`src/rtl/autocorr_peak_finder_unit_macros.svh`:
```
// Assertion macros for the autocorrelation peak finder.
// Needs signals named clock and reset in the module that uses them.
`ifndef AUTOCORR_PEAK_FINDER_UNIT_MACROS_SVH
`define AUTOCORR_PEAK_FINDER_UNIT_MACROS_SVH

`ifndef ASSERT_OFF

// Same-cycle implication, checked out of reset
`define ACPF_ASSERT_IMPL(lbl, ante, cons, msg) \
   lbl: assert property (@(posedge clock) disable iff (reset) (ante) |-> (cons)) \
      else $error(msg);

// Next-cycle implication, checked out of reset
`define ACPF_ASSERT_NEXT(lbl, ante, cons, msg) \
   lbl: assert property (@(posedge clock) disable iff (reset) (ante) |=> (cons)) \
      else $error(msg);

`else

`define ACPF_ASSERT_IMPL(lbl, ante, cons, msg)
`define ACPF_ASSERT_NEXT(lbl, ante, cons, msg)

`endif

`endif

```
`src/rtl/acpf_pkg.sv`:
```
// Shared types and constants for the autocorrelation peak finder.
// No dependencies; used by every module of the block.
package acpf_pkg;

   localparam int PEAK_LIMIT_DEF = 128;
   localparam int COUNT_W        = 8;
   localparam int LAG_W          = 8;
   localparam int SAMPLE_W       = 16;

   typedef logic signed [SAMPLE_W-1:0] sample_type;
   typedef logic [LAG_W-1:0]           lag_type;
   typedef logic [COUNT_W-1:0]         count_type;

   localparam lag_type   LAG_MAX   = '1;
   localparam count_type COUNT_MAX = '1;

   // One accepted input item
   typedef struct packed {
      sample_type sample;
      logic       first;
      logic       last;
   } item_type;

   // Results caused by one item: optional peak record, optional summary
   typedef struct packed {
      logic       peak_vld;
      logic       sum_vld;
      sample_type peak_value;
      lag_type    peak_lag;
      sample_type frame_value;
      lag_type    frame_lag;
      count_type  count;
   } rec_type;

endpackage

```
`src/rtl/autocorr_peak_finder_unit.sv`:
```
// A result passes through the input register, then the result queue; throughput one
// item and one result per cycle while rsp_tready is high and no item causes two results.
// An item that causes two results holds the result side for two handshakes; the
// two-entry result queue sets how long the input side keeps running meanwhile.
// Reset (synchronous, active high) clears the tracking state as for a frame whose
// lag zero held a zero sample, and empties both registers stages.
module autocorr_peak_finder_unit
   import acpf_pkg::*;
#(
   parameter int PEAK_LIMIT = PEAK_LIMIT_DEF
) (
   input  logic        clock,
   input  logic        reset,
   input  logic        req_tvalid,
   output logic        req_tready,
   input  logic [15:0] req_tdata,   // [15:0] sample
   input  logic        req_tuser,   // [0] first_of_frame
   input  logic        req_tlast,   // last_of_frame
   output logic        rsp_tvalid,
   input  logic        rsp_tready,
   output logic [31:0] rsp_tdata,   // [15:0] value, [23:16] lag, [31:24] peak_count
   output logic        rsp_tuser,   // [0] is_summary
   output logic        rsp_tlast    // last_result
);

   logic       in_vld_ff;
   item_type   in_ff;
   logic       step_go;
   logic       push_ok;
   rec_type    rec;
   sample_type out_value;
   lag_type    out_lag;
   count_type  out_count;

   assign step_go    = in_vld_ff && push_ok;
   assign req_tready = !in_vld_ff || step_go;

   // Hold the accepted item in the input register
   always_ff @(posedge clock) begin
      if (reset) begin
         in_vld_ff <= 1'b0;
      end else if (req_tready) begin
         in_vld_ff <= req_tvalid;
      end
   end

   always_ff @(posedge clock) begin
      if (req_tvalid && req_tready) begin
         in_ff.sample <= sample_type'(req_tdata);
         in_ff.first  <= req_tuser;
         in_ff.last   <= req_tlast;
      end
   end

   acpf_core #(
      .PEAK_LIMIT (PEAK_LIMIT)
   ) u_core (
      .clock   (clock),
      .reset   (reset),
      .step_go (step_go),
      .item    (in_ff),
      .rec     (rec)
   );

   acpf_rsp_queue u_queue (
      .clock       (clock),
      .reset       (reset),
      .push        (step_go && (rec.peak_vld || rec.sum_vld)),
      .push_rec    (rec),
      .push_ok     (push_ok),
      .out_vld     (rsp_tvalid),
      .out_rdy     (rsp_tready),
      .out_summary (rsp_tuser),
      .out_value   (out_value),
      .out_lag     (out_lag),
      .out_count   (out_count),
      .out_last    (rsp_tlast)
   );

   // Pack the result fields
   assign rsp_tdata = {out_count, out_lag, out_value};

endmodule

```
`src/rtl/acpf_core.sv`:
```
// Lobe and frame tracking state with its per-item update logic.
// Depends on acpf_pkg.
module acpf_core
   import acpf_pkg::*;
#(
   parameter int PEAK_LIMIT = PEAK_LIMIT_DEF
) (
   input  logic     clock,
   input  logic     reset,
   input  logic     step_go,
   input  item_type item,
   output rec_type  rec
);

   localparam count_type CountCap = (PEAK_LIMIT > 255) ? COUNT_MAX : count_type'(PEAK_LIMIT);

   sample_type prev_ff, prev_in;
   logic       cross_ff, cross_in;
   sample_type lobe_val_ff, lobe_val_in;
   lag_type    lobe_lag_ff, lobe_lag_in;
   sample_type frame_val_ff, frame_val_in;
   lag_type    frame_lag_ff, frame_lag_in;
   count_type  peaks_ff, peaks_in;
   lag_type    lag_ff, lag_in;
   logic       peak_vld;

   // Work out the next tracking state and any peak record
   always_comb begin
      prev_in      = prev_ff;
      cross_in     = cross_ff;
      lobe_val_in  = lobe_val_ff;
      lobe_lag_in  = lobe_lag_ff;
      frame_val_in = frame_val_ff;
      frame_lag_in = frame_lag_ff;
      peaks_in     = peaks_ff;
      lag_in       = lag_ff;
      peak_vld     = 1'b0;
      if (item.first) begin
         // lag zero: restart the frame
         prev_in      = item.sample;
         cross_in     = 1'b0;
         lobe_val_in  = '0;
         lobe_lag_in  = '0;
         frame_val_in = '0;
         frame_lag_in = '0;
         peaks_in     = '0;
         lag_in       = '0;
      end else begin
         if (lag_ff != LAG_MAX) begin
            lag_in = lag_ff + lag_type'(1);
         end
         if (cross_ff) begin
            if (!prev_ff[SAMPLE_W-1] && !item.sample[SAMPLE_W-1]) begin
               // inside a lobe: follow its maximum
               if (item.sample > lobe_val_ff) begin
                  lobe_val_in = item.sample;
                  lobe_lag_in = lag_in;
                  if (item.sample > frame_val_ff) begin
                     frame_val_in = item.sample;
                     frame_lag_in = lag_in;
                  end
               end
            end else if (!prev_ff[SAMPLE_W-1] && item.sample[SAMPLE_W-1]
                         && (frame_val_ff > sample_type'(0))) begin
               // lobe ends: count and report its peak
               if (peaks_ff < CountCap) begin
                  peaks_in = peaks_ff + count_type'(1);
               end
               peak_vld = 1'b1;
            end else if (prev_ff[SAMPLE_W-1] && !item.sample[SAMPLE_W-1]) begin
               // lobe entry: seed the lobe maximum with this lag
               lobe_val_in = item.sample;
               lobe_lag_in = lag_in;
               if (item.sample > frame_val_ff) begin
                  frame_val_in = item.sample;
                  frame_lag_in = lag_in;
               end
            end
         end else if (item.sample <= sample_type'(0)) begin
            cross_in = 1'b1;
         end
         prev_in = item.sample;
      end
   end

   // Results of this item
   always_comb begin
      rec.peak_vld    = peak_vld;
      rec.sum_vld     = item.last;
      rec.peak_value  = lobe_val_ff;
      rec.peak_lag    = lobe_lag_ff;
      rec.frame_value = frame_val_in;
      rec.frame_lag   = frame_lag_in;
      rec.count       = peaks_in;
   end

   // Advance the state on each processed item
   always_ff @(posedge clock) begin
      if (reset) begin
         prev_ff      <= '0;
         cross_ff     <= 1'b0;
         lobe_val_ff  <= '0;
         lobe_lag_ff  <= '0;
         frame_val_ff <= '0;
         frame_lag_ff <= '0;
         peaks_ff     <= '0;
         lag_ff       <= '0;
      end else if (step_go) begin
         prev_ff      <= prev_in;
         cross_ff     <= cross_in;
         lobe_val_ff  <= lobe_val_in;
         lobe_lag_ff  <= lobe_lag_in;
         frame_val_ff <= frame_val_in;
         frame_lag_ff <= frame_lag_in;
         peaks_ff     <= peaks_in;
         lag_ff       <= lag_in;
      end
   end

endmodule

```
`src/rtl/acpf_rsp_queue.sv`:
```
// Two-entry result queue: each entry holds the records of one item,
// delivered one record per handshake, peak record before summary.
// Depends on acpf_pkg and the assertion macro header.
`include "autocorr_peak_finder_unit_macros.svh"

module acpf_rsp_queue
   import acpf_pkg::*;
(
   input  logic       clock,
   input  logic       reset,
   input  logic       push,
   input  rec_type    push_rec,
   output logic       push_ok,
   output logic       out_vld,
   input  logic       out_rdy,
   output logic       out_summary,
   output sample_type out_value,
   output lag_type    out_lag,
   output count_type  out_count,
   output logic       out_last
);

   rec_type    q_ff [2];
   logic       wr_ptr_ff, rd_ptr_ff;
   logic [1:0] cnt_ff, cnt_in;
   logic       half_ff;
   rec_type    head;
   logic       fire, pop;

   // Present the head entry
   always_comb begin
      head        = q_ff[rd_ptr_ff];
      out_vld     = (cnt_ff != 2'd0);
      out_summary = !head.peak_vld || half_ff;
      out_value   = out_summary ? head.frame_value : head.peak_value;
      out_lag     = out_summary ? head.frame_lag : head.peak_lag;
      out_count   = head.count;
      out_last    = out_summary || !head.sum_vld;
      fire        = out_vld && out_rdy;
      pop         = fire && out_last;
      push_ok     = (cnt_ff != 2'd2) || pop;
      cnt_in      = cnt_ff + 2'(push) - 2'(pop);
   end

   // Store pushed entries
   always_ff @(posedge clock) begin
      if (push) begin
         q_ff[wr_ptr_ff] <= push_rec;
      end
   end

   // Advance pointers, fill level and the within-entry position
   always_ff @(posedge clock) begin
      if (reset) begin
         wr_ptr_ff <= 1'b0;
         rd_ptr_ff <= 1'b0;
         cnt_ff    <= 2'd0;
         half_ff   <= 1'b0;
      end else begin
         cnt_ff <= cnt_in;
         if (push) begin
            wr_ptr_ff <= !wr_ptr_ff;
         end
         if (pop) begin
            rd_ptr_ff <= !rd_ptr_ff;
            half_ff   <= 1'b0;
         end else if (fire) begin
            half_ff   <= 1'b1;
         end
      end
   end

   `ACPF_ASSERT_IMPL(a_cnt_range, 1'b1, cnt_ff <= 2'd2, "result queue over its depth")
   `ACPF_ASSERT_IMPL(a_push_room, push, push_ok, "push into a full result queue")
   `ACPF_ASSERT_IMPL(a_push_nonempty, push, push_rec.peak_vld || push_rec.sum_vld, "empty entry")
   `ACPF_ASSERT_IMPL(a_half_pair, half_ff, out_vld && head.peak_vld && head.sum_vld, "lone half")

endmodule
```
`config.mk`:
```
export PLATFORM = sky130hd
export DESIGN_NAME = autocorr_peak_finder_unit
export DESIGN_NICKNAME = d
export VERILOG_FILES = /design/src/rtl/acpf_pkg.sv /design/src/rtl/autocorr_peak_finder_unit.sv /design/src/rtl/acpf_core.sv /design/src/rtl/acpf_rsp_queue.sv
export VERILOG_INCLUDE_DIRS = /design/src /design/src/rtl
export SDC_FILE = /design/constraint.sdc
export NUM_CORES = 1
export LEC_CHECK = 0
export BUFFER_PORTS_ARGS = -buffer_cell sky130_fd_sc_hd__buf_2
export CAP_MARGIN = 15
export CORE_ASPECT_RATIO = 0.5
export CORE_UTILIZATION = 59
export CTS_BUF_LIST = sky130_fd_sc_hd__clkbuf_8
export CTS_CLUSTER_DIAMETER = 100
export DETAILED_ROUTE_END_ITERATION = 10
export GPL_TIMING_DRIVEN = 0
export PLACE_DENSITY = 0.82
export SETUP_SLACK_MARGIN = 0.02
export SYNTH_ARGS = -nofsm -noshare
export SYNTH_HDL_FRONTEND = slang
export SYNTH_SLANG_ARGS = --single-unit
```
`constraint.sdc`:
```
create_clock -name clock -period 12.86 [get_ports clock]
set_input_delay 1.286 -clock clock [delete_from_list [all_inputs] [get_ports clock]]
set_output_delay 1.286 -clock clock [all_outputs]
set_load 0.02 [all_outputs]
```
# == Yosys cells after proc, flatten, opt, wreduce, memory -nomap -nowiden ==
# Memories as Yosys holds them, arrays and structs flattened. A register that Yosys moved wholly into a read port is not among the register bits.
# Cells that the tools add are included.
# classes
n_div,0
n_reduce_logical,26
order_cmp,5
eq_ne,4
mul,0
n_bitwise,0
shift,0
n_addsub,4
mux,46
# ops
operator,n
2-to-1 mux 16 bit,14
2-to-1 mux 8 bit,21
greater-than comparator 16 bit,2
"adder 8 x 1 -> 8 bit, second input constant",2
"greater-than comparator 16 x 1 -> 1 bit, second input constant",1
"<= comparator 16 x 1 -> 1 bit, second input constant",1
2-to-1 mux 1 bit,11
logical AND 1 bit,9
"< comparator 8 bit, second input constant",1
"!= test 8 bit, second input constant",1
zero test 1 bit,7
logical OR 1 bit,5
AND reduction 5 bit,1
nonzero test 2 bit,2
"!= test 3 x 2 -> 1 bit, second input constant",1
"!= test 3 bit, second input constant",1
nonzero test 3 bit,1
adder 2 x 1 -> 2 bit,1
"!= test 2 bit, second input constant",1
OR reduction 2 bit,1
subtractor 2 x 1 -> 2 bit,1
# totals
output_inout_bits,36
rom_bits,0
mem_bits_rw,116
word_cells,102
n_memories,1
latchBits,0
input_bits,22
regBits,105
# memory_table
memory,words,word_bits,rd,rd_clocked_by_memory_dff,wr,line,rtl
u_queue.q_ff,2,58,1,1,1,acpf_rsp_queue.sv:23,rec_type q_ff [2];

# == Depth between registers and ports, before layout ==
# logic_depth
depth_word,11
mapped_depth,13
ltp_nobuf,11

# == By module ==
# A second synthesis with hierarchy kept.
# hier_totals
cells_unflattened,671
hier_area_um2,9095.0
# by_module_without_submodules
module,instances,seq_area_each_um2,cells_each,area_per_inst_um2
acpf_rsp_queue,1,3603.5,190,4614.4
acpf_core,1,1321.3,456,3875.0
autocorr_peak_finder_unit,1,560.5,25,605.6

# == Worst setup path after synthesis ==
# OpenSTA, ideal clock, no wires.
# synth_path
kind,input -> register
from,in rsp_tready
to,mem u_queue.q_ff[0][0] in the netlist's numbering (enable)
stages,6
path_slack_ps,8031
t_arrival_ps,4355
required_time_ps,12386
cell_sequence,inv_1 > o21ai_1 > and2_1 > buf_4 > o21ai_0 > nor2_1
# synth_via
elab_chain_cells,7
# synth_lines
element,line,rtl
from (decl),autocorr_peak_finder_unit.sv:20,"input logic rsp_tready,"
logical AND 1 bit,acpf_rsp_queue.sv:39,fire = out_vld && out_rdy;
logical AND 1 bit,acpf_rsp_queue.sv:40,pop = fire && out_last;
logical OR 1 bit,acpf_rsp_queue.sv:41,push_ok = (cnt_ff != 2'd2) || pop;
logical AND 1 bit,autocorr_peak_finder_unit.sv:35,assign step_go = in_vld_ff && push_ok;
logical AND 1 bit,autocorr_peak_finder_unit.sv:68,".push (step_go && (rec.peak_vld || rec.sum_vld)),"
2-to-1 mux 1 bit,acpf_rsp_queue.sv:47,if (push) begin
2-to-1 mux 1 bit (not written as such),acpf_rsp_queue.sv:48,q_ff[wr_ptr_ff] <= push_rec;
to (decl),acpf_rsp_queue.sv:23,
# Every way passes these cells.

==> qor.csv <==
stage,metric,value,unit
routing,drt pass-1 iters,8,
routing,Via density,6.241,
synthesis,fraction of registers with async set/reset,0,
synthesis,cell with the most instances after synthesis,edfxtp_1,
synthesis,synthesized flop and latch total,207,
run,max-cap violation count,0,
critical_path,reg2reg path depth,9,
power,Pwr Density,142.3,mW/mm2
cells_and_area,layout cells sized above 1,0.1789,
die,initial core utilization,0.6213,
clock_network,Clock Path Buffers,3,
critical_path,Top delay family on crit path,buffers and inverters,
hold_path,hold endpoint,u_queue.q_ff[0][38],
hold_path,worst hold stages,0,
die,Die Span Y,90.56,um
critical_path,"Slowest-stage cell, CP",nor2_1,
critical_path,flop-to-flop setup slack,9.36,ns
routing,Starting DRT DRC Count,729,
synthesis,register area share after synthesis,0.5928,
hold_path,min-delay worst type,reg -> reg,
critical_path,crit-path cells,buf_2 > mux2i_1 > nor2_1 > clkbuf_1 > mux4_2 > buf_2,
placed_design,gpl congestion,0.9623,
outcome,status,"finished, violations left",
placed_design,cell total after placement,1002,
cells_and_area,nets@finish,892,
sta,Final Skew,0.03654,ns
sta,post-layout minimum cycle time,4.548,ns
clock_network,# clock sinks,207,
grt,met2 Usage GRT,0.4022,
synthesis,Post-synth EDFFs,134,
sta,Slew headroom,0.2933,
cells_and_area,area delta synth->final,12.12,%
synthesis,"area leader, netlist",edfxtp_1,
synthesis,post-synth top area share,0.4348,
placed_design,Buffers on Ports,57,
critical_path,startpoint types,flop,
critical_path,WP data required,11.57,ns
cells_and_area,final non-filler cell total,1053,
routing,drt drc,14,
cells_and_area,# fillers,1074,
routing,routed wire length,21.35,mm
power,sequential share of power,0.506,
grt,met1 usage,0.4007,
grt,initial antenna violation count,0,
synthesis,largest cells by area after synthesis,"edfxtp_1, dfxtp_1, mux4_2",
sta,slack of the critical path,8.312,ns
power,Pint,1048,uW
clock_network,clk root buf,clkbuf_8,
clock_network,# Post-CTS Setup Buffers,0,
power,Lkg Pwr,0.003681,uW
routing,Antenna Nets Post-Route,0,
clock_network,Num CTS Buffers,28,
power,Sw Ratio,0.2900,
power,switching pwr,428.3,uW
placed_design,Post-DP HPWL,15.29,mm
clock_network,Worst-Skew Late Latency,0.56,ns
die,io pins,58,
synthesis,Post-synth top cells,"edfxtp_1, dfxtp_1, a21oi_1",
power,"IR drop worst, VDD",0.09576,mV
power,Clk network pwr share,0.302,
critical_path,crit path max fanout,10,
sta,unrepaired setup endpoints after global routing,false,
critical_path,Crit Path Class,reg -> out,
critical_path,Crit path largest cell delay,0.76,ns
synthesis,Synth Cell Area,0.009254,mm2
synthesis,Syn Area/Cell,12.45,um2
sta,Worst Tran Pin Value,1.060,ns
clock_network,clk slew on worst S/H paths,0.07,ns
grt,gr busiest metal,met2,
sta,final hold violations,0,
grt,vias in the first global route,6290,
clock_network,CTS tree,yes,
sta,Tcrit/Tclk final,0.3537,
clock_network,CTS H-tree depth,1,
synthesis,Yosys cell types,61,
die,core area,0.01489,mm2
routing,DR WL/cell,20.27,um
routing,total vias in the final route,6572,
critical_path,Worst Path Buf+Inv,3,
critical_path,CP Capture Type,output port,
grt,Total GRT Usage,0.2715,
synthesis,Syn Inst Count,743,
synthesis,Main synth FF type,edfxtp_1,
critical_path,critical path arrival,3.26,ns
sta,f_max,0.2199,GHz
clock_network,CTS Hold Bufs,0,
cells_and_area,area of the multi-input gates,0.003407,mm2
outcome,failing checks,DRC,
synthesis,"Warnings, synthesis",0,
cells_and_area,antenna fix cells,0,
sta,max-slew violations,0,
die,FP Rows,31,
grt,met3 Resource Use GR,0.07281,
placed_design,"worst slack, placed",8.834,ns
grt,largest net degree at the start of global routing,26,
grt,grt ovf,0,
critical_path,Reg-to-Reg End,u_queue.q_ff[0][16],
grt,global-route wire length before repair,33.38,mm
power,Logic pwr share,0.192,
critical_path,FF-to-FF Start,in_ff[16],
hold_path,Hold Crit Start,u_core.lobe_lag_ff[6],
die,die width,179.1,um
cells_and_area,register area,0.005485,mm2
synthesis,Synth Net Count,801,
critical_path,Critical Path Most Common Cell,buf_2,
sta,final setup fails,0,
die,Die Area,0.01622,mm2
clock_network,post-cts gate resize count,0,
sta,setup TNS,0,ns
[registers in the layout, summed over array words and instances (netlist names), named ones only]
signal / cells
u_queue.wr_ptr_ff: 1
in_vld_ff: 1
u_core.frame_val_ff: 16
u_core.lobe_val_ff: 16
u_core.frame_lag_ff: 8
u_core.cross_ff: 1
u_core.lag_ff: 8
in_ff: 18
u_core.prev_ff: 1
u_queue.half_ff: 1
u_queue.cnt_ff: 2
u_core.peaks_ff: 8
u_queue.rd_ptr_ff: 1
u_core.lobe_lag_ff: 8
u_queue.q_ff: 116
[placed cells by master (no fill, tap or decap), drive strengths merged, types with 9 or more instances in the layout]
| cell type | count |
|---|---|
| nand4 | 10 |
| nor3 | 41 |
| nand3 | 28 |
| mux4 | 24 |
| clkbuf | 55 |
| edfxtp | 134 |
| nor3b | 13 |
| nor4 | 9 |
| dfxtp | 73 |
| buf | 80 |
| o21ai | 35 |
| inv | 62 |
| nor2 | 34 |
| a221o | 21 |
| ha | 36 |
| a22o | 23 |
| nand2 | 32 |
| a21oi | 58 |
[worst max path at each step]
stage,slack [ns],from,cells after the start,to
after global placement,6.37,rsp_tready,7,u_queue.q_ff[0][19]
after global routing,8.11,flop,6,rsp_tdata[21]
after detailed placement,8.83,flop,6,rsp_tdata[4]
after floorplan,8.03,rsp_tready,6,u_queue.q_ff[0][0]
final,8.31,flop,6,rsp_tdata[4]
after CTS,8.24,flop,6,rsp_tdata[4]
[cell type report]
class	count	area share
Buffer	45	0.01893
Clock buffer	29	0.03847
Clock inverter	22	0.009045
Inverter	48	0.01737
Multi-Input combinational cell	443	0.3284
Sequential cell	207	0.5287
Tap cell	198	0.02388
Timing Repair Buffer	61	0.03521
[layer usage]
layer / wire length [um] / vias to the layer above
li1: - / 3025
met1: 9597 / 3178
met2: 9418 / 335
met3: 2003 / 34
met4: 330 / 0
met5: 0 / -
[power by group through the flow]
stage / Clock (uW) / Sequential (uW) / Combinational (uW)
after CTS: 453 / 747 / 284
after global routing: 484 / 749 / 307
after detailed placement: 0 / 761 / 283
final: 446 / 748 / 283
after floorplan: 0 / 756 / 198
after global placement: 0 / 762 / 274
[per-stage QoR]
step | hold slack [ns] | power, uW | util | instance area, um2
after floorplan | 0.4256 | 953.2 | - | 9254
after global placement | 0.4349 | 1036 | 0.6571 | 9787
after detailed placement | 0.4407 | 1044 | 0.6635 | 9882
after CTS | 0.4513 | 1484 | 0.6966 | 10380
after global routing | 0.4735 | 1540 | 0.6966 | 10380
final | 0.4594 | 1477 | 0.6966 | 10380
[cells by family after synthesis]
family / Yosys count / synth area share
XOR/XNOR: 9 / 0.008519
adder cells (fa/ha/maj): 36 / 0.04867
AO/OA/AOI/OAI: 165 / 0.1225
AND/OR/NAND/NOR: 194 / 0.1111
multiplexers: 39 / 0.07572
flip-flops: 207 / 0.5928
buffers and inverters: 93 / 0.04070
Note: power is estimated with default switching activity, not from simulation.
